## src/rtl/skrc_pkg.sv

```systemverilog
`timescale 1ns / 1ps
// shared types, widths and constants of the skin tone pixel recolor block
// no dependencies
package skrc_pkg;

  // field and register widths
  localparam int NUM_KEYS   = 4;
  localparam int NUM_CH     = 3;
  localparam int CH_W       = 8;
  localparam int RGB_W      = 24;
  localparam int PIX_W      = 32;
  localparam int TOL_W      = 8;
  localparam int RAD_W      = 18;
  localparam int SQ_W       = 16;
  localparam int SQ_SUM_W   = 18;
  localparam int LUM_W      = 22;
  localparam int REG_IDX_W  = 3;
  localparam int CFG_DATA_W = 24;

  // register indexes
  localparam logic [REG_IDX_W-1:0] REG_KEY_A  = 3'd0;
  localparam logic [REG_IDX_W-1:0] REG_KEY_B  = 3'd1;
  localparam logic [REG_IDX_W-1:0] REG_KEY_C  = 3'd2;
  localparam logic [REG_IDX_W-1:0] REG_KEY_D  = 3'd3;
  localparam logic [REG_IDX_W-1:0] REG_TARGET = 3'd4;
  localparam logic [REG_IDX_W-1:0] REG_TOL    = 3'd5;
  localparam logic [REG_IDX_W-1:0] REG_RADIUS = 3'd6;

  // register reset values
  localparam logic [RGB_W-1:0] KEY_A_RST  = 24'hDBC797;
  localparam logic [RGB_W-1:0] KEY_B_RST  = 24'hBFA373;
  localparam logic [RGB_W-1:0] KEY_C_RST  = 24'hA78353;
  localparam logic [RGB_W-1:0] KEY_D_RST  = 24'hA49571;
  localparam logic [RGB_W-1:0] TARGET_RST = 24'h5B2F13;
  localparam logic [TOL_W-1:0] TOL_RST    = 8'd16;
  localparam logic [RAD_W-1:0] RADIUS_RST = 18'd576;

  // luminance weights in units of 1/10000
  localparam logic [LUM_W-1:0] COEF_R = LUM_W'(2126);
  localparam logic [LUM_W-1:0] COEF_G = LUM_W'(7152);
  localparam logic [LUM_W-1:0] COEF_B = LUM_W'(722);

  // scaling: q = floor((2*t*L + LREF) / (2*LREF))
  localparam int          PROD_W       = CH_W + LUM_W;
  localparam int          NUM_W        = PROD_W + 1;
  localparam int          RECIP_W      = 19;
  localparam int          RECIP_SHIFT  = 40;
  localparam int          PRODQ_W      = NUM_W + RECIP_W;
  localparam int          QUOT_W       = 9;
  localparam int          CMP_W        = 32;
  localparam int unsigned LREF_VAL     = 1654872;
  localparam logic [NUM_W-1:0] LREF    = NUM_W'(LREF_VAL);
  localparam logic [CMP_W-1:0] DIVISOR = CMP_W'(2 * LREF_VAL);
  localparam logic [63:0] RECIP_FULL   = (64'd1 << RECIP_SHIFT) / (64'd2 * 64'(LREF_VAL));
  localparam logic [RECIP_W-1:0] RECIP = RECIP_FULL[RECIP_W-1:0];

  // default depth of the queue between front and back
  localparam int QUEUE_DEPTH_DEF = 4;

  // configuration seen by the datapath
  typedef struct packed {
    logic [NUM_KEYS-1:0][RGB_W-1:0] key;
    logic [RGB_W-1:0]               target;
    logic [TOL_W-1:0]               tol;
    logic [RAD_W-1:0]               radius;
  } cfg_t;

  // classified pixel handed from front to back
  typedef struct packed {
    logic [PIX_W-1:0] pixel;
    logic             recolor;
    logic [LUM_W-1:0] lum;
  } item_t;

  // square of one channel difference
  function automatic logic [SQ_W-1:0] square8(input logic [CH_W-1:0] v);
    return SQ_W'(v) * SQ_W'(v);
  endfunction

endpackage

```

## src/rtl/skrc_queue.sv

```systemverilog
`timescale 1ns / 1ps
// short fifo between the front and the back, lets each side stall on its own
// depends on skrc_pkg
module skrc_queue #(
  parameter int DEPTH = skrc_pkg::QUEUE_DEPTH_DEF
) (
  input  logic            clk,
  input  logic            rst,
  input  logic            push_valid,
  input  skrc_pkg::item_t push_data,
  output logic            push_ready,
  output logic            pop_valid,
  output skrc_pkg::item_t pop_data,
  input  logic            pop_ready
);
  import skrc_pkg::*;

  localparam int ADDR_W = $clog2(DEPTH);
  localparam int CNT_W  = $clog2(DEPTH + 1);

  item_t             mem [DEPTH];
  logic [ADDR_W-1:0] wr_ptr;
  logic [ADDR_W-1:0] rd_ptr;
  logic [CNT_W-1:0]  count;
  logic              do_push;
  logic              do_pop;

  assign push_ready = (count != CNT_W'(DEPTH));
  assign pop_valid  = (count != '0);
  assign do_push    = push_valid && push_ready;
  assign do_pop     = pop_valid && pop_ready;
  assign pop_data   = mem[rd_ptr];

  // storage
  always_ff @(posedge clk) begin
    if (do_push) begin
      mem[wr_ptr] <= push_data;
    end
  end

  // pointers and fill count
  always_ff @(posedge clk) begin
    if (rst) begin
      wr_ptr <= '0;
      rd_ptr <= '0;
      count  <= '0;
    end else begin
      if (do_push) begin
        wr_ptr <= (wr_ptr == ADDR_W'(DEPTH - 1)) ? '0 : wr_ptr + 1'b1;
      end
      if (do_pop) begin
        rd_ptr <= (rd_ptr == ADDR_W'(DEPTH - 1)) ? '0 : rd_ptr + 1'b1;
      end
      if (do_push && !do_pop) begin
        count <= count + 1'b1;
      end else if (do_pop && !do_push) begin
        count <= count - 1'b1;
      end
    end
  end

endmodule

```

## config.mk

```make
export PLATFORM = sky130hd
export DESIGN_NAME = skrc_queue
export DESIGN_NICKNAME = d
export VERILOG_FILES = /design/src/rtl/skrc_pkg.sv /design/src/rtl/skrc_queue.sv
export SDC_FILE = /design/constraint.sdc
export NUM_CORES = 1
export LEC_CHECK = 0
export BUFFER_PORTS_ARGS = -buffer_cell sky130_fd_sc_hd__clkbuf_2
export CAP_MARGIN = 25
export CORE_ASPECT_RATIO = 1.5
export CORE_MARGIN = 3
export CORE_UTILIZATION = 50
export CTS_BUF_LIST = sky130_fd_sc_hd__clkbuf_2 sky130_fd_sc_hd__clkbuf_4 sky130_fd_sc_hd__clkbuf_8
export DETAILED_ROUTE_END_ITERATION = 8
export PLACE_DENSITY = 0.71
export SYNTH_ARGS = -nofsm -noshare
export SYNTH_HDL_FRONTEND = slang
export SYNTH_SLANG_ARGS = --single-unit
```

## constraint.sdc

```tcl
create_clock -name clk -period 2.96 [get_ports clk]
set_input_delay 0.296 -clock clk [delete_from_list [all_inputs] [get_ports clk]]
set_output_delay 0.296 -clock clk [all_outputs]
set_load 0.005 [all_outputs]
```

Word level (Yosys, flattened, before mapping) --
Memories as Yosys holds them, arrays and structs flattened. A register that Yosys moved wholly into a read port is not among the register bits. Index checks and enable logic that the tools add are counted.
Word-level totals: bits of input ports 59, memories 1, output and inout port bits 57, bits in registers 7, logic and storage cells 27, memory bits (writable) 220
Cells by class: muxes and demuxes 8, reduce and logical (&&, ||, !) cells 8, $add $sub $neg 4, eq/ne operators 3
Memory list:
- mem | words 4, width 55, read ports 1, clocked after Yosys merged registers in 1, write ports 1, RTL line skrc_queue.sv:21 | item_t mem [DEPTH];
Operator list (count):
- $mux W2 | 4
- $mux W3 | 2
- $add A2 B1 Y2 const B | 2
- $eq A2 B2 Y1 const B | 2
- $logic_and A1 B1 Y1 | 4
- $add A3 B1 Y3 const B | 1
- $ne A3 B3 Y1 const B | 1
- $reduce_bool A3 Y1 | 1
- $sub A3 B1 Y3 const B | 1
- $logic_not A1 Y1 | 2
- $mux W1 | 2
- $reduce_bool A2 Y1 | 1

Logic depth before layout (Yosys ltp) --
depth in word-level cells 6, mapped depth 9, depth with buffers taken out 8

Least setup slack after synthesis --
Ideal clock, no wire load.
kind flip-flop to flip-flop, from register count[0], to register count[2], library setup time 70 ps, cell stages (with the launch flop) 8, setup slack 771 ps, buffers on the path 0, data required time 2890 ps, clock period less this slack 2189 ps, data arrival time 2119 ps, path through dfxtp_1 -> o31ai_1 -> ha_1 -> inv_1 -> fa_1 -> xor2_1 -> or3_2 -> a21oi_1
Between the ends: cells in the longest elaborated chain, start to end 5, elaborated cells on any way between the ends 13, those cells by class 2 x add/sub; 1 x eq/ne; 2 x mux; 8 x reduce/logical
Ends and longest elaborated chain:
- from (decl) | RTL line skrc_queue.sv:24 | logic [CNT_W-1:0] count;
- from (signal assigned) | RTL line skrc_queue.sv:55 | count <= count + 1'b1;
- from (signal assigned) | RTL line skrc_queue.sv:57 | count <= count - 1'b1;
- branches (longest 5 deep; another with $sub A3 B1 Y3)
Parallel ways; which one is timed is not known. The select of a mux whose other input is x is not followed. A chain may end at the register's enable or synchronous reset.

==> impl_metrics.env <==
export IMPL_crit_arrival_ps=2180
export IMPL_syn_nets=401
export IMPL_endpoint_kind="primary output"
export IMPL_rsz0062_at_grt="no"
export IMPL_hold_viol=0
export IMPL_first_iter_violations=244
export IMPL_viasPerCell=5.47
export IMPL_core_um2=16300
export IMPL_cts_tree="built"
export IMPL_avgSynthCellArea_um2=25.1
export IMPL_whs_ps=28.8
export IMPL_clock_path_buffers=3
export IMPL_p_sw_share_pct=23.8
export IMPL_drc_errors=0
export IMPL_grt_overflow_total=0
export IMPL_slew_headroom_pct=56.1
export IMPL_cp_start_kind="flop"
export IMPL_ys_types=27
export IMPL_r2r_slack_ps=600
export IMPL_fin_crit_ps=2480
export IMPL_total_power_uw=8340
export IMPL_die_x_um=112
export IMPL_fin_setup_tns_ps=0
export IMPL_first_global_vias=4346
export IMPL_register_area_um2=6790
export IMPL_start_util_pct=51.4
export IMPL_mostFrequentLayoutCell="edfxtp_1"
export IMPL_cts_setup_buffers=0
export IMPL_numCtsBuffers=35
export IMPL_io_buffers=115
export IMPL_ant_nets=0
export IMPL_dieArea_um2=18400
export IMPL_io_pins=116
export IMPL_path_clk_slew_ps=60
export IMPL_yosys_warnings=0
export IMPL_cts_resized=0
export IMPL_grt_usage_pct=16.7
export IMPL_drt_pre_antenna_iters=5
export IMPL_synth_cells=335
export IMPL_worstPathRequired_ps=2660
export IMPL_grt_pass1_wl_um=23500
export IMPL_clkPwrFrac_pct=32.6
export IMPL_p_seq_share_pct=49.1
export IMPL_max_cap_violations=0
export IMPL_multi_input_area_um2=1520
export IMPL_area_growth_pct=19.9
export IMPL_post_place_ws_ps=620
export IMPL_p_sw_uw=1990
export IMPL_drv_slew=0
export IMPL_gpl_final_weighted_congestion=0.718
export IMPL_fmaxAchievable_mhz=403
export IMPL_leakage_uw=0.00348
export IMPL_num_fill_cells=1138
export IMPL_clock_sinks=229
export IMPL_clk_latency_ps=490
export IMPL_status="completed"
export IMPL_yosysSeqAreaShare_pct=80.8
export IMPL_worst_pin_slew_ps=659
export IMPL_crit_type="reg2out"
export IMPL_slowest_delay_ps=620
export IMPL_path_delay_family="flip-flops"
export IMPL_netlist_area_um2=8400
export IMPL_critical_path_buf_inv_count=2
export IMPL_finClkSkew_ps=10.1
export IMPL_worstHoldPathType="in2reg"
export IMPL_antenna_found_initial=0
export IMPL_power_density_nw_per_um2=829
export IMPL_timing_final_crit_share_pct=83.8
export IMPL_p_int_uw=6350
export IMPL_dp_hpwl_um=9380
export IMPL_fp_dieH_um=165
export IMPL_drive_above_1_share_pct=48.1
export IMPL_setup_violations=0
export IMPL_cp_cell_sequence="buf_4, mux4_2, clkbuf_2"
export IMPL_mostFrequentLayoutCells="edfxtp_1 (220), clkbuf_2 (115), mux4_2 (55)"
export IMPL_wl_per_cell_um=20.9
export IMPL_via_count=3908
export IMPL_ctsRootBufferMaster="clkbuf_8"
export IMPL_cp_max_fo=21
export IMPL_nNetsFinal=552
export IMPL_setup_slack_ps=480
export IMPL_combPwrFrac_pct=18.3
export IMPL_peakVddDrop_mv=0.586
export IMPL_num_antenna_cells=0
export IMPL_wl_um=15000
export IMPL_row_count=57
export IMPL_dp_cells=653
export IMPL_layoutNonFillerInstCount=715
export IMPL_crit_slowest_cell="dfxtp_4"
export IMPL_synth_seq_cells=229
export IMPL_grt_max_degree=35
export IMPL_htree_levels=2
## stage by stage
step           instance area [µm²]  util, %
3_3_place_gp                  9300     57.0
6_report                     10100     61.6
5_1_grt                      10100     61.6
2_1_floorplan                 8400        -
4_1_cts                      10100     61.6
3_5_place_dp                  9300     57.0
## power by group through the flow
stage	Sequential, µW	Clock (µW)	Combinational (µW)
after global placement	4140	0	1550
after CTS	4100	2800	1570
after global routing	4130	2950	1680
after floorplan	4060	0	1000
final	4090	2720	1530
after detailed placement	4170	0	1570
## cell usage after synthesis
cell type,instances,share of area (%)
or3_1,1,0.075
mux2i_1,3,0.36
or3b_1,1,0.10
a21oi_1,2,0.12
nor2_1,3,0.13
nand2b_1,2,0.15
inv_1,3,0.13
o31ai_2,1,0.15
and2_4,1,0.10
mux4_2,55,15
buf_4,5,0.45
nand2_1,1,0.045
o21ai_0,1,0.060
xor2_1,2,0.21
and3_2,4,0.36
clkbuf_2,2,0.12
ha_1,6,0.89
o31ai_1,1,0.089
fa_1,1,0.24
or3_2,2,0.18
clkbuf_1,1,0.045
nor3_1,1,0.060
nand3_1,1,0.060
buf_1,5,0.22
dfxtp_1,9,2.1
buf_2,1,0.060
edfxtp_1,220,79
## registers in the layout, indices dropped and copies added (netlist names), named ones only
name,count
wr_ptr,2
count,3
rd_ptr,2
mem,220
## routing by layer
| layer | up-vias | global-route usage [%] | part of all wire, % |
|---|---|---|---|
| met4 | 0 | 7.42 | 3.4 |
| met3 | 40 | 3.52 | 5.1 |
| met2 | 124 | 29.7 | 55 |
| met1 | 2007 | 19.5 | 36 |
| li1 | 1737 | - | - |
| met5 | - | 0 | 0 |
## cell families (layout without fill, tap and decap cells)
family / count (synthesis) / in the layout / synth area share [%]
flops: 229 / 229 / 80.8
mux: 58 / 58 / 15.1
simple gates: 17 / 17 / 1.27
buf+inv: 17 / 191 / 1.03
fa+ha+maj: 7 / 7 / 1.13
compound gates: 5 / 5 / 0.417
xor+xnor: 2 / 2 / 0.209
## worst reg2reg max path, stage by stage, from the launching register on
cell,delay [ps]
dfxtp_1,360
o31ai_1,470
ha_1,290
inv_1,70
fa_1,380
xor2_1,180
or3_2,410
a21oi_1,150
## worst paths after layout
check                startpoint           end  depth (start not counted)
hold reg to reg       rd_ptr[0]          flop                          2
setup reg to reg       count[0]      count[2]                          7
hold / removal    push_data[47]    mem[3][47]                          1
setup / recovery           flop  pop_data[48]                          3
## area by class of cell
class	count	area share (%)
Multi-Input combinational cell	89	15.1
Clock buffer	46	5.73
Inverter	3	0.112
Sequential cell	229	67.5
Clock inverter	14	1.62
Timing Repair Buffer	128	7.36
Tap cell	206	2.56
## timing repair
| action | CTS | global route |
|---|---|---|
| hold endpoints to repair | 6 | 0 |
| hold buffers | 2 | 0 |
| setup endpoints to repair | 0 | 0 |
Note: power is estimated with default switching activity, not from simulation.
