--- src/rtl/skrc_pkg.sv ---
`timescale 1ns / 1ps
// shared types, widths and constants of the skin tone pixel recolor block
// no dependencies
package skrc_pkg;

  // field and register widths
  localparam int NUM_KEYS   = 4;
  localparam int NUM_CH     = 3;
  localparam int CH_W       = 8;
  localparam int RGB_W      = 24;
  localparam int PIX_W      = 32;
  localparam int TOL_W      = 8;
  localparam int RAD_W      = 18;
  localparam int SQ_W       = 16;
  localparam int SQ_SUM_W   = 18;
  localparam int LUM_W      = 22;
  localparam int REG_IDX_W  = 3;
  localparam int CFG_DATA_W = 24;

  // register indexes
  localparam logic [REG_IDX_W-1:0] REG_KEY_A  = 3'd0;
  localparam logic [REG_IDX_W-1:0] REG_KEY_B  = 3'd1;
  localparam logic [REG_IDX_W-1:0] REG_KEY_C  = 3'd2;
  localparam logic [REG_IDX_W-1:0] REG_KEY_D  = 3'd3;
  localparam logic [REG_IDX_W-1:0] REG_TARGET = 3'd4;
  localparam logic [REG_IDX_W-1:0] REG_TOL    = 3'd5;
  localparam logic [REG_IDX_W-1:0] REG_RADIUS = 3'd6;

  // register reset values
  localparam logic [RGB_W-1:0] KEY_A_RST  = 24'hDBC797;
  localparam logic [RGB_W-1:0] KEY_B_RST  = 24'hBFA373;
  localparam logic [RGB_W-1:0] KEY_C_RST  = 24'hA78353;
  localparam logic [RGB_W-1:0] KEY_D_RST  = 24'hA49571;
  localparam logic [RGB_W-1:0] TARGET_RST = 24'h5B2F13;
  localparam logic [TOL_W-1:0] TOL_RST    = 8'd16;
  localparam logic [RAD_W-1:0] RADIUS_RST = 18'd576;

  // luminance weights in units of 1/10000
  localparam logic [LUM_W-1:0] COEF_R = LUM_W'(2126);
  localparam logic [LUM_W-1:0] COEF_G = LUM_W'(7152);
  localparam logic [LUM_W-1:0] COEF_B = LUM_W'(722);

  // scaling: q = floor((2*t*L + LREF) / (2*LREF))
  localparam int          PROD_W       = CH_W + LUM_W;
  localparam int          NUM_W        = PROD_W + 1;
  localparam int          RECIP_W      = 19;
  localparam int          RECIP_SHIFT  = 40;
  localparam int          PRODQ_W      = NUM_W + RECIP_W;
  localparam int          QUOT_W       = 9;
  localparam int          CMP_W        = 32;
  localparam int unsigned LREF_VAL     = 1654872;
  localparam logic [NUM_W-1:0] LREF    = NUM_W'(LREF_VAL);
  localparam logic [CMP_W-1:0] DIVISOR = CMP_W'(2 * LREF_VAL);
  localparam logic [63:0] RECIP_FULL   = (64'd1 << RECIP_SHIFT) / (64'd2 * 64'(LREF_VAL));
  localparam logic [RECIP_W-1:0] RECIP = RECIP_FULL[RECIP_W-1:0];

  // default depth of the queue between front and back
  localparam int QUEUE_DEPTH_DEF = 4;

  // configuration seen by the datapath
  typedef struct packed {
    logic [NUM_KEYS-1:0][RGB_W-1:0] key;
    logic [RGB_W-1:0]               target;
    logic [TOL_W-1:0]               tol;
    logic [RAD_W-1:0]               radius;
  } cfg_t;

  // classified pixel handed from front to back
  typedef struct packed {
    logic [PIX_W-1:0] pixel;
    logic             recolor;
    logic [LUM_W-1:0] lum;
  } item_t;

  // square of one channel difference
  function automatic logic [SQ_W-1:0] square8(input logic [CH_W-1:0] v);
    return SQ_W'(v) * SQ_W'(v);
  endfunction

endpackage

--- src/rtl/skrc_if.sv ---


interface pixel_out_if;
  import skrc_pkg::*;

  logic             valid;
  logic             ready;
  logic [PIX_W-1:0] pixel_out;
  logic             was_recolored;

  modport source (output valid, output pixel_out, output was_recolored, input ready);
  modport sink   (input valid, input pixel_out, input was_recolored, output ready);
endinterface

--- src/rtl/skrc_back.sv ---
`timescale 1ns / 1ps
// back: scales the target color by the pixel luminance and drives the result
// depends on skrc_pkg and pixel_out_if
module skrc_back (
  input  logic                      clk,
  input  logic                      rst,
  input  logic [skrc_pkg::RGB_W-1:0] target,
  input  logic                      pop_valid,
  input  skrc_pkg::item_t           pop_data,
  output logic                      pop_ready,
  pixel_out_if.source               pix_out
);
  import skrc_pkg::*;

  logic                              en;

  logic [NUM_CH-1:0][PROD_W-1:0]     prod_d;
  logic                              a_valid;
  logic [PIX_W-1:0]                  a_pixel;
  logic                              a_rec;
  logic [NUM_CH-1:0][PROD_W-1:0]     a_prod;

  logic [NUM_CH-1:0][NUM_W-1:0]      num_d;
  logic [NUM_CH-1:0][PRODQ_W-1:0]    prodq_d;
  logic                              b_valid;
  logic [PIX_W-1:0]                  b_pixel;
  logic                              b_rec;
  logic [NUM_CH-1:0][NUM_W-1:0]      b_num;
  logic [NUM_CH-1:0][QUOT_W-1:0]     b_est;

  logic [NUM_CH-1:0][CMP_W-1:0]      chk_d;
  logic [NUM_CH-1:0][QUOT_W-1:0]     quot_d;
  logic [NUM_CH-1:0][CH_W-1:0]       chan_d;

  // whole back pipeline advances while the output register can take
  assign en        = !pix_out.valid || pix_out.ready;
  assign pop_ready = en;

  // stage a: target channel times luminance
  always_comb begin
    for (int c = 0; c < NUM_CH; c++) begin
      prod_d[c] = PROD_W'(target[c*CH_W +: CH_W]) * PROD_W'(pop_data.lum);
    end
  end

  always_ff @(posedge clk) begin
    if (rst) begin
      a_valid <= 1'b0;
    end else if (en) begin
      a_valid <= pop_valid;
    end
  end

  always_ff @(posedge clk) begin
    if (en) begin
      a_pixel <= pop_data.pixel;
      a_rec   <= pop_data.recolor;
      a_prod  <= prod_d;
    end
  end

  // stage b: rounding offset, then quotient estimate by reciprocal multiply
  always_comb begin
    for (int c = 0; c < NUM_CH; c++) begin
      num_d[c]   = {a_prod[c], 1'b0} + LREF;
      prodq_d[c] = PRODQ_W'(num_d[c]) * PRODQ_W'(RECIP);
    end
  end

  always_ff @(posedge clk) begin
    if (rst) begin
      b_valid <= 1'b0;
    end else if (en) begin
      b_valid <= a_valid;
    end
  end

  always_ff @(posedge clk) begin
    if (en) begin
      b_pixel <= a_pixel;
      b_rec   <= a_rec;
      b_num   <= num_d;
      for (int c = 0; c < NUM_CH; c++) begin
        b_est[c] <= prodq_d[c][RECIP_SHIFT +: QUOT_W];
      end
    end
  end

  // estimate is low by at most one: correct it, then saturate
  always_comb begin
    for (int c = 0; c < NUM_CH; c++) begin
      chk_d[c]  = CMP_W'(b_est[c]) * DIVISOR + DIVISOR;
      quot_d[c] = b_est[c] + QUOT_W'(CMP_W'(b_num[c]) >= chk_d[c]);
      chan_d[c] = (quot_d[c] > QUOT_W'(255)) ? 8'hFF : quot_d[c][CH_W-1:0];
    end
  end

  // output register
  always_ff @(posedge clk) begin
    if (rst) begin
      pix_out.valid <= 1'b0;
    end else if (en) begin
      pix_out.valid <= b_valid;
    end
  end

  always_ff @(posedge clk) begin
    if (en) begin
      pix_out.pixel_out     <= b_rec ? {b_pixel[RGB_W +: CH_W], chan_d[2], chan_d[1], chan_d[0]}
                                     : b_pixel;
      pix_out.was_recolored <= b_rec;
    end
  end

endmodule

--- src/flat_wrapper.sv ---
// flat-port wrapper written by rule: the top's interface ports become plain ports
module skrc_back_flat import skrc_pkg::*;
  (clk, rst, target, pop_valid, pop_data, pop_ready, pix_out_valid, pix_out_pixel_out, pix_out_was_recolored, pix_out_ready);
  pixel_out_if pix_out_i ();
  input  logic clk;
  input  logic rst;
  input  logic [skrc_pkg::RGB_W-1:0] target;
  input  logic pop_valid;
  input  skrc_pkg::item_t pop_data;
  output logic pop_ready;
  output wire logic [$bits(pix_out_i.valid)-1:0] pix_out_valid;
  output wire logic [$bits(pix_out_i.pixel_out)-1:0] pix_out_pixel_out;
  output wire logic [$bits(pix_out_i.was_recolored)-1:0] pix_out_was_recolored;
  input wire logic [$bits(pix_out_i.ready)-1:0] pix_out_ready;
  assign pix_out_valid = pix_out_i.valid;
  assign pix_out_pixel_out = pix_out_i.pixel_out;
  assign pix_out_was_recolored = pix_out_i.was_recolored;
  assign pix_out_i.ready = pix_out_ready;
  skrc_back u_core (.clk(clk), .rst(rst), .target(target), .pop_valid(pop_valid), .pop_data(pop_data), .pop_ready(pop_ready), .pix_out(pix_out_i));
endmodule
--- config.mk ---
export PLATFORM = sky130hd
export DESIGN_NAME = skrc_back_flat
export DESIGN_NICKNAME = d
export VERILOG_FILES = /design/src/rtl/skrc_pkg.sv /design/src/rtl/skrc_if.sv /design/src/rtl/skrc_back.sv /design/src/flat_wrapper.sv
export SDC_FILE = /design/constraint.sdc
export NUM_CORES = 2
export LEC_CHECK = 0
export BUFFER_PORTS_ARGS = -buffer_cell sky130_fd_sc_hd__buf_2
export CAP_MARGIN = 20
export CORE_ASPECT_RATIO = 1.1
export CORE_MARGIN = 2
export CORE_UTILIZATION = 60
export CTS_CLUSTER_DIAMETER = 150
export DETAILED_ROUTE_END_ITERATION = 6
export PLACE_DENSITY = 0.78
export REMOVE_ABC_BUFFERS = 1
export SLEW_MARGIN = 40
export SYNTH_ARGS = -nofsm -noshare
export SYNTH_HDL_FRONTEND = slang
export SYNTH_SLANG_ARGS = --single-unit
export TNS_END_PERCENT = 50
--- constraint.sdc ---
create_clock -name clk -period 13.9 [get_ports clk]
set_input_delay 2.085 -clock clk [delete_from_list [all_inputs] [get_ports clk]]
set_output_delay 2.085 -clock clk [all_outputs]
set_load 0.01 [all_outputs]
Word level (Yosys, flattened, before mapping)
Index checks and enable logic that the tools add are counted.
{ "totals": {"reg_bits": 312, "in_bits": 83, "out_inout_bits": 35, "elab_cells": 48} }
{ "op_classes": {"addsub": 9, "multipliers": 9, "order_cmp": 6, "n_mux": 4, "reduce_logical": 2} }
{ "op_table": {"columns": ["op", "count"], "rows": [
  ["$mul A31 B17 Y47 const B", 3],
  ["$add A31 B22 Y32 const B", 3],
  ["$ge A31 B32 Y1", 3],
  ["$add A31 B21 Y31 const B", 3],
  ["$mul A8 B22 Y30", 3],
  ["$mul A9 B18 Y27 const B", 3],
  ["$add A9 B1 Y9", 3],
  ["$gt A9 B8 Y1 const B", 3],
  ["$mux W24", 1],
  ["$mux W8", 3],
  ["$logic_not A1 Y1", 1],
  ["$logic_or A1 B1 Y1", 1]
]} }

Longest topological paths before layout
{ "depth": {"ltp_word": 7, "ltp_mapped": 36, "mapped_depth_nobuf": 36} }

Least setup slack after synthesis
OpenSTA, ideal clock, no wires.
{ "synth_path": {"kind": "input to output", "start": "input pix_out_ready", "end": "output pop_ready", "arrival_ns": 8.153, "required_time_ns": 11.815, "slack_ns": 3.662, "path_stages": 2, "path_cell_list": "nor2b_1 > inv_1"} }
{ "synth_via": {"elab_chain_cells": 1} }
{ "synth_rtl": {"columns": ["element", "line", "source"], "rows": [
  ["start: declaration", "flat_wrapper.sv:14", "input wire logic [$bits(pix_out_i.ready)-1:0] pix_out_ready;"],
  ["$logic_or A1 B1 Y1", "skrc_back.sv:36", "assign en = !pix_out.valid || pix_out.ready;"],
  ["end: declaration", "flat_wrapper.sv:10", "output logic pop_ready;"]
]} }
Every way passes these cells.

==> metrics <==
share of cells above drive strength 1 4.590%; post-CTS setup buffers 0; WP buf/inv 6; r2r startpoint u_core.a_prod[62]$_DFFE_PP_; Pre-antenna DRT Iters 6; Clock Latency Late Sink 0.60 ns; initial antenna violation count 6; Die ar. 0.1014 mm^2; Sum Neg Setup Slack 0 ns; clk sinks 309; startpoint types flop; CP arrival 8.99 ns; max_cap viols 0; Crit Path Class reg -> reg; Resized cells post-CTS 0; Unique masters post-synth 97; IO Port Bufs 117; I/O pin total 118; setup slack, reg-to-reg 5.24 ns; mapped cell area 0.05929 mm^2; drt total wl 132900 um; endpoints failing setup 0; final cell utilization of the core 64.38%; Max Slew Vio Count 0; Final Hold Vio Count 0; clock root cell clkbuf_16; crit path capture type flop; Nets 8061; crit-path max FO 7; Die X 303.7 um; Final HPWL DP 110200 um; CP top delay family adder cells; Max Freq 115.4 MHz; GRT Total Usage 27.18%; Hold Path End u_core.b_pixel[12]$_DFFE_PP_; worst r2r dst u_core.b_est[25]$_DFFE_PP_; unrepaired setup endpoints after global routing no; RD Place Congestion 0.9540; worst min-delay path startpoint u_core.a_pixel[12]$_DFFE_PP_; status finished, final reports clean; first-pass GRT wire length 223100 um; grt ovf 0; Cells after Synth 5955; Vias/cell 5.588; min Tclk post-route 8.664 ns; P&R area growth vs syn 5.970%; CTS tree built; fill count 7662; Worst Hold Class reg -> reg; Avg Cell Area, Syn 9.957 um^2; DRC viols 0; Die Span Y 333.7 um; drt wl/cell 18.12 um; CP most frequent cell inv_1; worst-case reg-to-reg path depth 32; Worst Hold Path Cells 0; total CTS buffers 42; # hold bufs at CTS 0; Yosys warnings 0; Reg clk slew, reported paths 0.06 ns; CTS Buffer Depth 3; register area share after synthesis 15.60%; ys flop type edfxtp_1; Crit-path slowest cell xnor2_1; vias in the first global route 44950; via count 41010; number of enable flip-flop cells after synthesis 306; CP Depth 32; #FFs+latches synth 309; fin crit share 62.33%; Worst Max-Slew Pin Slew 0.8761 ns; H-tree Lvls 2; initial core utilization 60.76%; Clock Skews 0.04376 ns; Worst Path Required 14.23 ns; asr flop ratio synth 0%; Fin Hold WS 0.4130 ns; worst rel slew slack 41.39%; row cnt 120; Initial DRC Count 2316; CP max stage delay 0.68 ns; pin count of the biggest net entering global routing 159; Final ANT Viol Nets 0; core area 0.09759 mm^2
==> per-stage QoR <==
step                setup WS, ns  cell area (um^2)  std cells
floorplan                  3.662             58900       5850
global placement           5.684             61190       7259
detailed placement         5.400             61330       7259
CTS                        5.396             62700       7336
global route               4.640             62830       7337
finish                     5.236             62830       7338
==> synth_stat cells, types with 6 or more instances <==
library cell | instances | area (um^2)
a2111oi_0 | 8 | 70.07
a211o_1 | 9 | 78.83
a211oi_1 | 27 | 202.7
a21boi_0 | 10 | 75.07
a21o_1 | 88 | 660.6
a21oi_1 | 193 | 965.9
a31oi_1 | 18 | 112.6
and2_1 | 263 | 1645
and3_1 | 30 | 187.7
and4_1 | 6 | 52.55
clkbuf_1 | 104 | 390.4
edfxtp_1 | 306 | 9189
fa_1 | 852 | 17060
ha_1 | 1103 | 13800
inv_1 | 1431 | 5371
nand2_1 | 395 | 1483
nand2b_1 | 31 | 193.9
nand3_1 | 63 | 315.3
nand3b_1 | 9 | 67.56
nand4_1 | 40 | 250.2
nor2_1 | 138 | 518.0
nor2b_1 | 44 | 275.3
nor3_1 | 46 | 230.2
nor3b_1 | 20 | 150.1
nor4_1 | 9 | 56.30
o2111ai_1 | 10 | 87.58
o211ai_1 | 13 | 97.59
o21a_1 | 38 | 285.3
o21ai_0 | 102 | 510.5
o21ai_1 | 7 | 35.03
o21bai_1 | 24 | 180.2
o22a_1 | 24 | 210.2
o31a_1 | 8 | 70.07
o31ai_1 | 13 | 97.59
or2_2 | 9 | 56.30
or3_1 | 9 | 56.30
xnor2_1 | 224 | 1962
xor2_1 | 117 | 1025
==> registers in the layout (all words and copies together), names as in the netlist <==
signal and count:
u_core.pix_out.pixel_out 32, u_core.b_valid 1, u_core.a_pixel 32, u_core.b_pixel 32, u_core.a_valid 1, u_core.a_prod 90
u_core.b_num 90, u_core.b_est 27, u_core.pix_out.was_recolored 1, u_core.pix_out.valid 1, u_core.b_rec 1, u_core.a_rec 1
==> routing by layer <==
| layer | GRT usage [%] | part of all wire, % |
|---|---|---|
| met5 | 0 | 0.041 |
| met3 | 3.200 | 5.4 |
| met1 | 35.00 | 42 |
| met4 | 8.384 | 2.9 |
| met2 | 48.08 | 49 |
==> cell families after synthesis <==
group,Yosys count,share of synthesized area (%)
AO/OA/AOI/OAI,670,7.732
XOR/XNOR,342,5.064
adder cells (fa/ha/maj),1955,52.04
buffers and inverters,1536,9.726
flip-flops,309,15.60
multiplexers,2,0.03376
AND/OR/NAND/NOR,1141,9.806
==> how the worst max path moves through the flow <==
stage | start | to | slack, ns
floorplan | pix_out_ready | pop_ready | 3.66
global placement | u_core.a_prod[62]$_DFFE_PP_ | u_core.b_est[25]$_DFFE_PP_ | 5.68
detailed placement | u_core.a_prod[62]$_DFFE_PP_ | u_core.b_est[25]$_DFFE_PP_ | 5.40
CTS | u_core.a_prod[62]$_DFFE_PP_ | u_core.b_est[25]$_DFFE_PP_ | 5.40
global route | u_core.a_prod[32]$_DFFE_PP_ | u_core.b_est[17]$_DFFE_PP_ | 4.64
finish | u_core.a_prod[62]$_DFFE_PP_ | u_core.b_est[25]$_DFFE_PP_ | 5.24
==> cell usage in the layout, fill, tap and decap left out, types with 46 or more instances in the layout <==
cell type / count
inv_1: 1430
ha_1: 1103
fa_1: 852
nand2_1: 395
edfxtp_1: 306
and2_1: 263
xnor2_1: 200
a21oi_1: 193
nor2_1: 138
buf_2: 117
xor2_1: 109
o21ai_0: 102
a21o_1: 88
nand3_1: 63
nor3_1: 46
==> worst reg2reg max path, delay by kind of cell, from the launching register on <==
family                   cells  cell delay [ns]
adder cells (fa/ha/maj)      8             3.09
AO/OA/AOI/OAI               10             2.12
AND/OR/NAND/NOR              7             1.63
XOR/XNOR                     1             0.68
buffers and inverters        6             0.47
flip-flops                   1             0.43
==> final cells by class <==
class	count	area (um^2)	share of cell area [%]
Tap cell	1281	1603	2.551
Sequential cell	309	9249	14.72
Timing Repair Buffer	129	708.2	1.127
Multi-Input combinational cell	4110	44520	70.85
Clock inverter	26	277.8	0.4421
Antenna cell	1	2.502	0.003983
Inverter	1431	5379	8.561
Clock buffer	51	1095	1.742
Power is left out: the tool's default activity adds up to more than one toggle a clock period on the data nets, which glitch-free logic cannot reach.
