$ cat src/rtl/skrc_pkg.sv
`timescale 1ns / 1ps
// shared types, widths and constants of the skin tone pixel recolor block
// no dependencies
package skrc_pkg;

  // field and register widths
  localparam int NUM_KEYS   = 4;
  localparam int NUM_CH     = 3;
  localparam int CH_W       = 8;
  localparam int RGB_W      = 24;
  localparam int PIX_W      = 32;
  localparam int TOL_W      = 8;
  localparam int RAD_W      = 18;
  localparam int SQ_W       = 16;
  localparam int SQ_SUM_W   = 18;
  localparam int LUM_W      = 22;
  localparam int REG_IDX_W  = 3;
  localparam int CFG_DATA_W = 24;

  // register indexes
  localparam logic [REG_IDX_W-1:0] REG_KEY_A  = 3'd0;
  localparam logic [REG_IDX_W-1:0] REG_KEY_B  = 3'd1;
  localparam logic [REG_IDX_W-1:0] REG_KEY_C  = 3'd2;
  localparam logic [REG_IDX_W-1:0] REG_KEY_D  = 3'd3;
  localparam logic [REG_IDX_W-1:0] REG_TARGET = 3'd4;
  localparam logic [REG_IDX_W-1:0] REG_TOL    = 3'd5;
  localparam logic [REG_IDX_W-1:0] REG_RADIUS = 3'd6;

  // register reset values
  localparam logic [RGB_W-1:0] KEY_A_RST  = 24'hDBC797;
  localparam logic [RGB_W-1:0] KEY_B_RST  = 24'hBFA373;
  localparam logic [RGB_W-1:0] KEY_C_RST  = 24'hA78353;
  localparam logic [RGB_W-1:0] KEY_D_RST  = 24'hA49571;
  localparam logic [RGB_W-1:0] TARGET_RST = 24'h5B2F13;
  localparam logic [TOL_W-1:0] TOL_RST    = 8'd16;
  localparam logic [RAD_W-1:0] RADIUS_RST = 18'd576;

  // luminance weights in units of 1/10000
  localparam logic [LUM_W-1:0] COEF_R = LUM_W'(2126);
  localparam logic [LUM_W-1:0] COEF_G = LUM_W'(7152);
  localparam logic [LUM_W-1:0] COEF_B = LUM_W'(722);

  // scaling: q = floor((2*t*L + LREF) / (2*LREF))
  localparam int          PROD_W       = CH_W + LUM_W;
  localparam int          NUM_W        = PROD_W + 1;
  localparam int          RECIP_W      = 19;
  localparam int          RECIP_SHIFT  = 40;
  localparam int          PRODQ_W      = NUM_W + RECIP_W;
  localparam int          QUOT_W       = 9;
  localparam int          CMP_W        = 32;
  localparam int unsigned LREF_VAL     = 1654872;
  localparam logic [NUM_W-1:0] LREF    = NUM_W'(LREF_VAL);
  localparam logic [CMP_W-1:0] DIVISOR = CMP_W'(2 * LREF_VAL);
  localparam logic [63:0] RECIP_FULL   = (64'd1 << RECIP_SHIFT) / (64'd2 * 64'(LREF_VAL));
  localparam logic [RECIP_W-1:0] RECIP = RECIP_FULL[RECIP_W-1:0];

  // default depth of the queue between front and back
  localparam int QUEUE_DEPTH_DEF = 4;

  // configuration seen by the datapath
  typedef struct packed {
    logic [NUM_KEYS-1:0][RGB_W-1:0] key;
    logic [RGB_W-1:0]               target;
    logic [TOL_W-1:0]               tol;
    logic [RAD_W-1:0]               radius;
  } cfg_t;

  // classified pixel handed from front to back
  typedef struct packed {
    logic [PIX_W-1:0] pixel;
    logic             recolor;
    logic [LUM_W-1:0] lum;
  } item_t;

  // square of one channel difference
  function automatic logic [SQ_W-1:0] square8(input logic [CH_W-1:0] v);
    return SQ_W'(v) * SQ_W'(v);
  endfunction

endpackage

$ cat src/rtl/skrc_if.sv
`timescale 1ns / 1ps
// valid/ready stream interfaces for the pixel input and the result output
// depends on skrc_pkg
interface pixel_in_if;
  import skrc_pkg::*;

  logic             valid;
  logic             ready;
  logic [PIX_W-1:0] pixel_argb;
  logic             is_player_color;

  modport source (output valid, output pixel_argb, output is_player_color, input ready);
  modport sink   (input valid, input pixel_argb, input is_player_color, output ready);
endinterface


$ cat src/rtl/skrc_front.sv
`timescale 1ns / 1ps
// front: accepts pixels, matches them against the key colors, computes luminance
// depends on skrc_pkg and pixel_in_if
module skrc_front (
  input  logic                 clk,
  input  logic                 rst,
  input  skrc_pkg::cfg_t       cfg,
  pixel_in_if.sink             pix_in,
  output logic                 push_valid,
  output skrc_pkg::item_t      push_data,
  input  logic                 push_ready
);
  import skrc_pkg::*;

  logic                                   en1;
  logic                                   en2;
  logic [NUM_KEYS-1:0][NUM_CH-1:0][CH_W-1:0] adiff_d;
  logic [NUM_KEYS-1:0]                    tol_ok_d;
  logic [LUM_W-1:0]                       lum_d;
  logic                                   pass_d;

  logic                                   s1_valid;
  logic [PIX_W-1:0]                       s1_pixel;
  logic                                   s1_pass;
  logic [NUM_KEYS-1:0][NUM_CH-1:0][CH_W-1:0] s1_adiff;
  logic [NUM_KEYS-1:0]                    s1_tol_ok;
  logic [LUM_W-1:0]                       s1_lum;

  logic [NUM_KEYS-1:0][SQ_SUM_W-1:0]      sqsum_d;
  logic [NUM_KEYS-1:0]                    hit_d;

  logic                                   s2_valid;
  item_t                                  s2_item;

  // stall control: each stage moves when the one after it can take
  assign en2          = !s2_valid || push_ready;
  assign en1          = !s1_valid || en2;
  assign pix_in.ready = en1;

  // stage 1 logic: per-channel absolute differences, tolerance test, luminance
  always_comb begin
    for (int k = 0; k < NUM_KEYS; k++) begin
      for (int c = 0; c < NUM_CH; c++) begin
        adiff_d[k][c] = (pix_in.pixel_argb[c*CH_W +: CH_W] >= cfg.key[k][c*CH_W +: CH_W])
                      ? pix_in.pixel_argb[c*CH_W +: CH_W] - cfg.key[k][c*CH_W +: CH_W]
                      : cfg.key[k][c*CH_W +: CH_W] - pix_in.pixel_argb[c*CH_W +: CH_W];
      end
      tol_ok_d[k] = (adiff_d[k][0] <= cfg.tol) && (adiff_d[k][1] <= cfg.tol)
                 && (adiff_d[k][2] <= cfg.tol);
    end
    lum_d  = COEF_R * LUM_W'(pix_in.pixel_argb[2*CH_W +: CH_W])
           + COEF_G * LUM_W'(pix_in.pixel_argb[CH_W +: CH_W])
           + COEF_B * LUM_W'(pix_in.pixel_argb[0 +: CH_W]);
    pass_d = pix_in.is_player_color || (pix_in.pixel_argb[RGB_W +: CH_W] == '0);
  end

  // stage 1 registers
  always_ff @(posedge clk) begin
    if (rst) begin
      s1_valid <= 1'b0;
    end else if (en1) begin
      s1_valid <= pix_in.valid;
    end
  end

  always_ff @(posedge clk) begin
    if (en1) begin
      s1_pixel  <= pix_in.pixel_argb;
      s1_pass   <= pass_d;
      s1_adiff  <= adiff_d;
      s1_tol_ok <= tol_ok_d;
      s1_lum    <= lum_d;
    end
  end

  // stage 2 logic: squared distance per key and radius test
  always_comb begin
    for (int k = 0; k < NUM_KEYS; k++) begin
      sqsum_d[k] = SQ_SUM_W'(square8(s1_adiff[k][0])) + SQ_SUM_W'(square8(s1_adiff[k][1]))
                 + SQ_SUM_W'(square8(s1_adiff[k][2]));
      hit_d[k]   = s1_tol_ok[k] && (sqsum_d[k] <= cfg.radius);
    end
  end

  // stage 2 registers, classified item
  always_ff @(posedge clk) begin
    if (rst) begin
      s2_valid <= 1'b0;
    end else if (en2) begin
      s2_valid <= s1_valid;
    end
  end

  always_ff @(posedge clk) begin
    if (en2) begin
      s2_item.pixel   <= s1_pixel;
      s2_item.recolor <= !s1_pass && (|hit_d);
      s2_item.lum     <= s1_lum;
    end
  end

  assign push_valid = s2_valid;
  assign push_data  = s2_item;

endmodule

$ cat src/flat_wrapper.sv
// flat-port wrapper written by rule: the top's interface ports become plain ports
module skrc_front_flat import skrc_pkg::*;
  (clk, rst, cfg, push_valid, push_data, push_ready, pix_in_valid, pix_in_pixel_argb, pix_in_is_player_color, pix_in_ready);
  pixel_in_if pix_in_i ();
  input  logic clk;
  input  logic rst;
  input  skrc_pkg::cfg_t cfg;
  output logic push_valid;
  output skrc_pkg::item_t push_data;
  input  logic push_ready;
  input wire logic [$bits(pix_in_i.valid)-1:0] pix_in_valid;
  input wire logic [$bits(pix_in_i.pixel_argb)-1:0] pix_in_pixel_argb;
  input wire logic [$bits(pix_in_i.is_player_color)-1:0] pix_in_is_player_color;
  output wire logic [$bits(pix_in_i.ready)-1:0] pix_in_ready;
  assign pix_in_i.valid = pix_in_valid;
  assign pix_in_i.pixel_argb = pix_in_pixel_argb;
  assign pix_in_i.is_player_color = pix_in_is_player_color;
  assign pix_in_ready = pix_in_i.ready;
  skrc_front u_core (.clk(clk), .rst(rst), .cfg(cfg), .pix_in(pix_in_i), .push_valid(push_valid), .push_data(push_data), .push_ready(push_ready));
endmodule
$ cat config.mk
export PLATFORM = sky130hd
export DESIGN_NAME = skrc_front_flat
export DESIGN_NICKNAME = d
export VERILOG_FILES = /design/src/rtl/skrc_pkg.sv /design/src/rtl/skrc_if.sv /design/src/rtl/skrc_front.sv /design/src/flat_wrapper.sv
export SDC_FILE = /design/constraint.sdc
export NUM_CORES = 2
export LEC_CHECK = 0
export ABC_AREA = 0
export BUFFER_PORTS_ARGS = -buffer_cell sky130_fd_sc_hd__buf_4
export CAP_MARGIN = 20
export CORE_MARGIN = 3
export CORE_UTILIZATION = 45
export CTS_BUF_LIST = sky130_fd_sc_hd__clkbuf_8
export CTS_CLUSTER_DIAMETER = 80
export DETAILED_ROUTE_END_ITERATION = 6
export GPL_ROUTABILITY_DRIVEN = 0
export SYNTH_ARGS = -nofsm -noshare
export SYNTH_HDL_FRONTEND = slang
export SYNTH_SLANG_ARGS = --single-unit
$ cat constraint.sdc
create_clock -name clk -period 13.6 [get_ports clk]
set_clock_uncertainty 0.1 [all_clocks]
set_input_delay 0 -clock clk [delete_from_list [all_inputs] [get_ports clk]]
set_output_delay 0 -clock clk [all_outputs]
set_load 0.02 [all_outputs]
[Word-level counts from Yosys, hierarchy flattened]
Cells that the tools add are included.
Word-level totals
  flip-flop bits (word level): 212
  bits in latches: 0
  bits in writable memories: 0
  ROM bits: 0
  bits of input ports: 183
  output and inout port bits: 57
  word-level logic and storage cells: 131
  memories: 0
Operators by class
  $add $sub $neg: 34
  $mul: 15
  div/mod/pow operators: 0
  order comparisons: 28
  equal/unequal tests: 0
  shift operators: 0
  mux-type cells: 12
  bitwise operators: 0
  reductions and logical operators: 21
Operators by type and width (count)
  multiplier 8 x 8 -> 16 bit: 12
  subtractor 8 bit: 24
  >= comparator 8 bit: 12
  less-or-equal comparator 8 bit: 12
  2-to-1 mux 8 bit: 12
  adder 18 x 16 -> 18 bit: 4
  less-or-equal comparator 18 bit: 4
  adder 16 x 16 -> 17 bit: 4
  multiplier 9 x 8 -> 17 bit, first input constant: 2
  adder 20 x 21 -> 22 bit: 1
  adder 22 x 18 -> 22 bit: 1
  multiplier 11 x 8 -> 19 bit, first input constant: 1
  logical AND 1 bit: 13
  zero test 8 bit: 1
  OR reduction 4 bit: 1
  zero test 1 bit: 3
  logical OR 1 bit: 3

[Longest topological paths before layout]
  depth after elaboration: 7
  depth in mapped cells: 40
  mapped depth without buffers: 40

[Worst setup path before layout]
No wires, ideal clock.
  kind: register to register
  from: register u_core.s1_adiff[72] (netlist bit)
  to: register u_core.s2_item, in the netlist u_core.push_data[22], data pin
  library setup time: 261 ps
  arrival: 9414 ps
  data required time: 13239 ps
  path slack: 3825 ps
  cell stages (with the launch flop): 38
  buffers on the path: 0
  period minus slack after synthesis: 9775 ps
  cell sequence: edfxtp_1 > nand2_1 > fa_1 > fa_1 > inv_1 > fa_1 > fa_1 > fa_1 > inv_1 > fa_1 > inv_1 > ha_1 > inv_1 > o21ai_0 > xnor2_1 > fa_1 > inv_1 > fa_1 > [... 2 more ...] > fa_1 > inv_1 > ha_1 > o21ai_0 > o21bai_2 > a2111oi_4 > nor4b_1 > or4_1 > a21oi_2 > xnor2_1 > ha_1 > nand4_1 > nor2_1 > nand2_1 > o21ai_0 > o21ai_0 > a32oi_1 > a21oi_1
On the way
  cells in the longest elaborated chain, start to end: 7
RTL lines
  start, declared: RTL line skrc_front.sv:25  | logic [NUM_KEYS-1:0][NUM_CH-1:0][CH_W-1:0] s1_adiff;
  start signal, assigned: RTL line skrc_front.sv:70  | s1_adiff <= adiff_d;
  multiplier 8 x 8 -> 16 bit: RTL line skrc_pkg.sv:77  | return SQ_W'(v) * SQ_W'(v);
  adder 16 x 16 -> 17 bit: RTL line skrc_front.sv:79  | sqsum_d[k] = SQ_SUM_W'(square8(s1_adiff[k][0])) + SQ_SUM_W'(square8(s1_adiff[k][1]))
  adder 18 x 16 -> 18 bit: RTL line skrc_front.sv:80  | + SQ_SUM_W'(square8(s1_adiff[k][2]));
  less-or-equal comparator 18 bit: RTL line skrc_front.sv:81  | hit_d[k] = s1_tol_ok[k] && (sqsum_d[k] <= cfg.radius);
  logical AND 1 bit: RTL line skrc_front.sv:81
  OR reduction 4 bit: RTL line skrc_front.sv:97  | s2_item.recolor <= !s1_pass && (|hit_d);
  logical AND 1 bit: RTL line skrc_front.sv:97
  end, declared: RTL line skrc_front.sv:33  | item_t s2_item;
Every way passes these cells.
A chain may end at the register's enable or synchronous reset.

[Worst setup path in the final report]
  from: register u_core.s1_adiff[24] (netlist bit)
  to: register u_core.s2_item, in the netlist u_core.push_data[22], data pin
The elaborated chain is that of the path after synthesis.

==> run metrics <==
status complete, no violations; post-synthesis sequential area ratio 14.1%; Vias per Instance slightly above 5; Final Core Density between 50% and 60%; most frequent cell on the critical path fa_1; Syn-to-layout area delta 11.9%; number of synthesized flops with an enable pin 208; Vias 33,200; via count of the first global-routing pass 34,100; commonest cells in the synthesized netlist inv_1 (1,021), ha_1 (879), fa_1 (553); reg-to-reg endpoint u_core.push_data[22]$_DFFE_PP_; CTS Buf Count 40; multi-input logic area 34,400 um^2; remaining antenna violation count 0; first-pass GRT wire length 185 mm; dpl hpwl 96.9 mm; core area 97,600 um^2; Cells after Synth 4,742; synth unique cells 64; Die H 321 um; DRC viols 0; Cell Area, Synth 44,600 um^2; Crit. End Element flop; I/O Buffers roughly 210; CP max FO 11; Setup CP Type flop to flop; Die ar. 103,000 um^2; max-slew violation count 0; Crit. Startpoint u_core.s1_adiff[24]$_DFFE_PP_; PostCTS Resize Cnt 0; hold buffer count at cts 135; Die Wd approximately 320 um; worst-skew pair later-pin latency 0.62 ns; RSZ-0062 raised after global routing false; min-delay src cfg[87]; CTS tree done; count of final setup violators 0; Worst setup endpoint u_core.push_data[22]$_DFFE_PP_; IO Pins 240; post-DR wirelength/cell 18.1 um; Syn Nets 6,357; slowest CP cell edfxtp_1; CP startpoint kind flop; clk root buf clkbuf_8; Max stage delay on crit path 0.67 ns; drt pass-1 iters 5; period utilization 81.1%; post-synth top area cell fa_1; cells on worst reg2reg path 35; area occupied by registers 6290 um^2; measured slew at the worst slew-check pin 1.10 ns; Total GRT Usage 22.9%; Post-synth ARST share 0%; Max Buffers Root-to-Sink 3; final hold viol count 0; antenna violations before repair 11; Setup Fix Bufs, Post-CTS 0; pin count of the biggest net entering global routing 59; CTS H-tree depth 2; count leader, synth inv_1; Final #Nets 6,714; DRT iter0 DRCs 1,509; top_reg_cell synth edfxtp_1; synthesized flop and latch total between 200 and 250; Syn. warnings 0; fraction of layout cells with a size suffix above 1 ~6.1%; Max-slew headroom between 20% and 30%; r2r setup slk 2.57 ns; WP data required around 14 ns; placement row count 114; # clock sinks 210; Remaining Overflow, GRT 0; max cap viols 0; Avg Synthesized Cell Area 9.42 um^2; Worst-path clk slew roughly 0.06 ns; min cycle time layout 11.03 ns; Reg2Reg Launch Point u_core.s1_adiff[24]$_DFFE_PP_; Final TNS setup 0 ns; share of the synthesized area in the top cell type 24.8%; Peak Freq between 0.09 and 0.1 GHz; worst hold path class input pin to flop; Initial Util 45.8%; CP arrival between 10 and 15 ns; Post-Route WL 116 mm; Area contributors post-synth fa_1 (25%), ha_1 (25%), edfxtp_1 (14%), inv_1 (8.6%), xnor2_1 (3.6%); fillcell total 9,147
==> routing by layer <==
layer | global-route usage, % | part of all wire (%) | wire [um] | vias up
met4 | 5.30 | 2.4 | 2740 | 4
met2 | 39.1 | 47 | 54800 | 654
met3 | 2.28 | 4.1 | 4810 | 122
li1 | - | - | - | 16300
met5 | 0 | 0.018 | 21 | -
met1 | 31.6 | 46 | 53800 | 16200
==> through the flow <==
step	cells	hold slack, ns	cell area [um^2]	worst slack [ns]
global route	6407	0.0440	49900	2.00
detailed placement	6198	0.0730	47800	2.68
finish	6413	0.0575	49900	2.57
floorplan	4742	-0.0276	44600	3.82
CTS	6404	0.00367	49900	2.62
global placement	6198	0.0704	47800	2.67
==> worst max-delay path: cells and delay by family, from the launching register on <==
family	cells	cell delay, ns
compound gates	9	2.11
xor+xnor	2	0.41
fa+ha+maj	13	5.78
buf+inv	4	0.22
flops	1	0.67
simple gates	7	1.43
==> kinds of logic after synthesis <==
family | share of synthesized area, %
fa+ha+maj | 49.4
buf+inv | 8.98
simple gates | 10.8
compound gates | 10.5
xor+xnor | 5.12
flops | 14.1
mux | 1.07
other cells | 0.00840
==> layout make-up <==
| class | count | area share, % |
|---|---|---|
| Clock inverter | 31 | 0.501 |
| Inverter | 1022 | 7.68 |
| Clock buffer | 40 | 1.10 |
| Timing Repair Buffer | 360 | 6.09 |
| Tap cell | 1276 | 3.20 |
| Multi-Input combinational cell | 3465 | 68.8 |
| Sequential cell | 210 | 12.6 |
| Antenna cell | 9 | 0.0451 |
==> state kept, by name, indices dropped and copies added (netlist names) <==
signal	count
u_core.s1_adiff	96
u_core.push_data	54
u_core.s1_pixel	32
u_core.s1_lum	21
u_core.s1_tol_ok	4
u_core.push_valid	1
u_core.s1_pass	1
u_core.s1_valid	1
==> cell usage in the layout, fill, tap and decap left out, types with 9 or more instances in the layout <==
master | synthesis | routed
fa_1 | 553 | 553
nor2b_1 | 76 | 76
clkbuf_8 | 0 | 40
o21a_1 | 26 | 26
o21ai_0 | 228 | 228
dlygate4sd3_1 | 0 | 135
and2_1 | 211 | 211
o211ai_1 | 21 | 21
mux2_2 | 13 | 13
a211oi_1 | 23 | 23
a21oi_1 | 253 | 253
xor2_1 | 75 | 75
xnor2_1 | 186 | 186
nand3_1 | 42 | 42
diode_2 | 0 | 9
nand3b_1 | 11 | 11
nand2_1 | 226 | 225
buf_4 | 1 | 225
ha_1 | 879 | 879
nand4_1 | 49 | 49
o221ai_1 | 11 | 11
o31ai_1 | 18 | 18
o21bai_1 | 24 | 24
nor2_1 | 184 | 184
or3_1 | 12 | 12
a31oi_1 | 11 | 11
and3_1 | 19 | 19
inv_1 | 1021 | 1028
nor3_1 | 67 | 67
mux2i_1 | 33 | 33
edfxtp_1 | 208 | 208
nand2b_1 | 36 | 36
a21o_1 | 107 | 107
==> worst min path at each step <==
stage | to | cells past startpoint | slack, ns
floorplan | u_core.push_valid$_SDFFE_PP0P_ | 1 | -0.03
global placement | u_core.s1_valid$_SDFFE_PP0P_ | 2 | 0.07
detailed placement | u_core.push_valid$_SDFFE_PP0P_ | 2 | 0.07
CTS | u_core.s1_adiff[78]$_DFFE_PP_ | 3 | 0.004
global route | u_core.s1_adiff[78]$_DFFE_PP_ | 3 | 0.04
finish | u_core.s1_adiff[37]$_DFFE_PP_ | 3 | 0.06
Power is not shown: default switching activity piles up to over one toggle a cycle in this logic, so the estimate is an artifact.
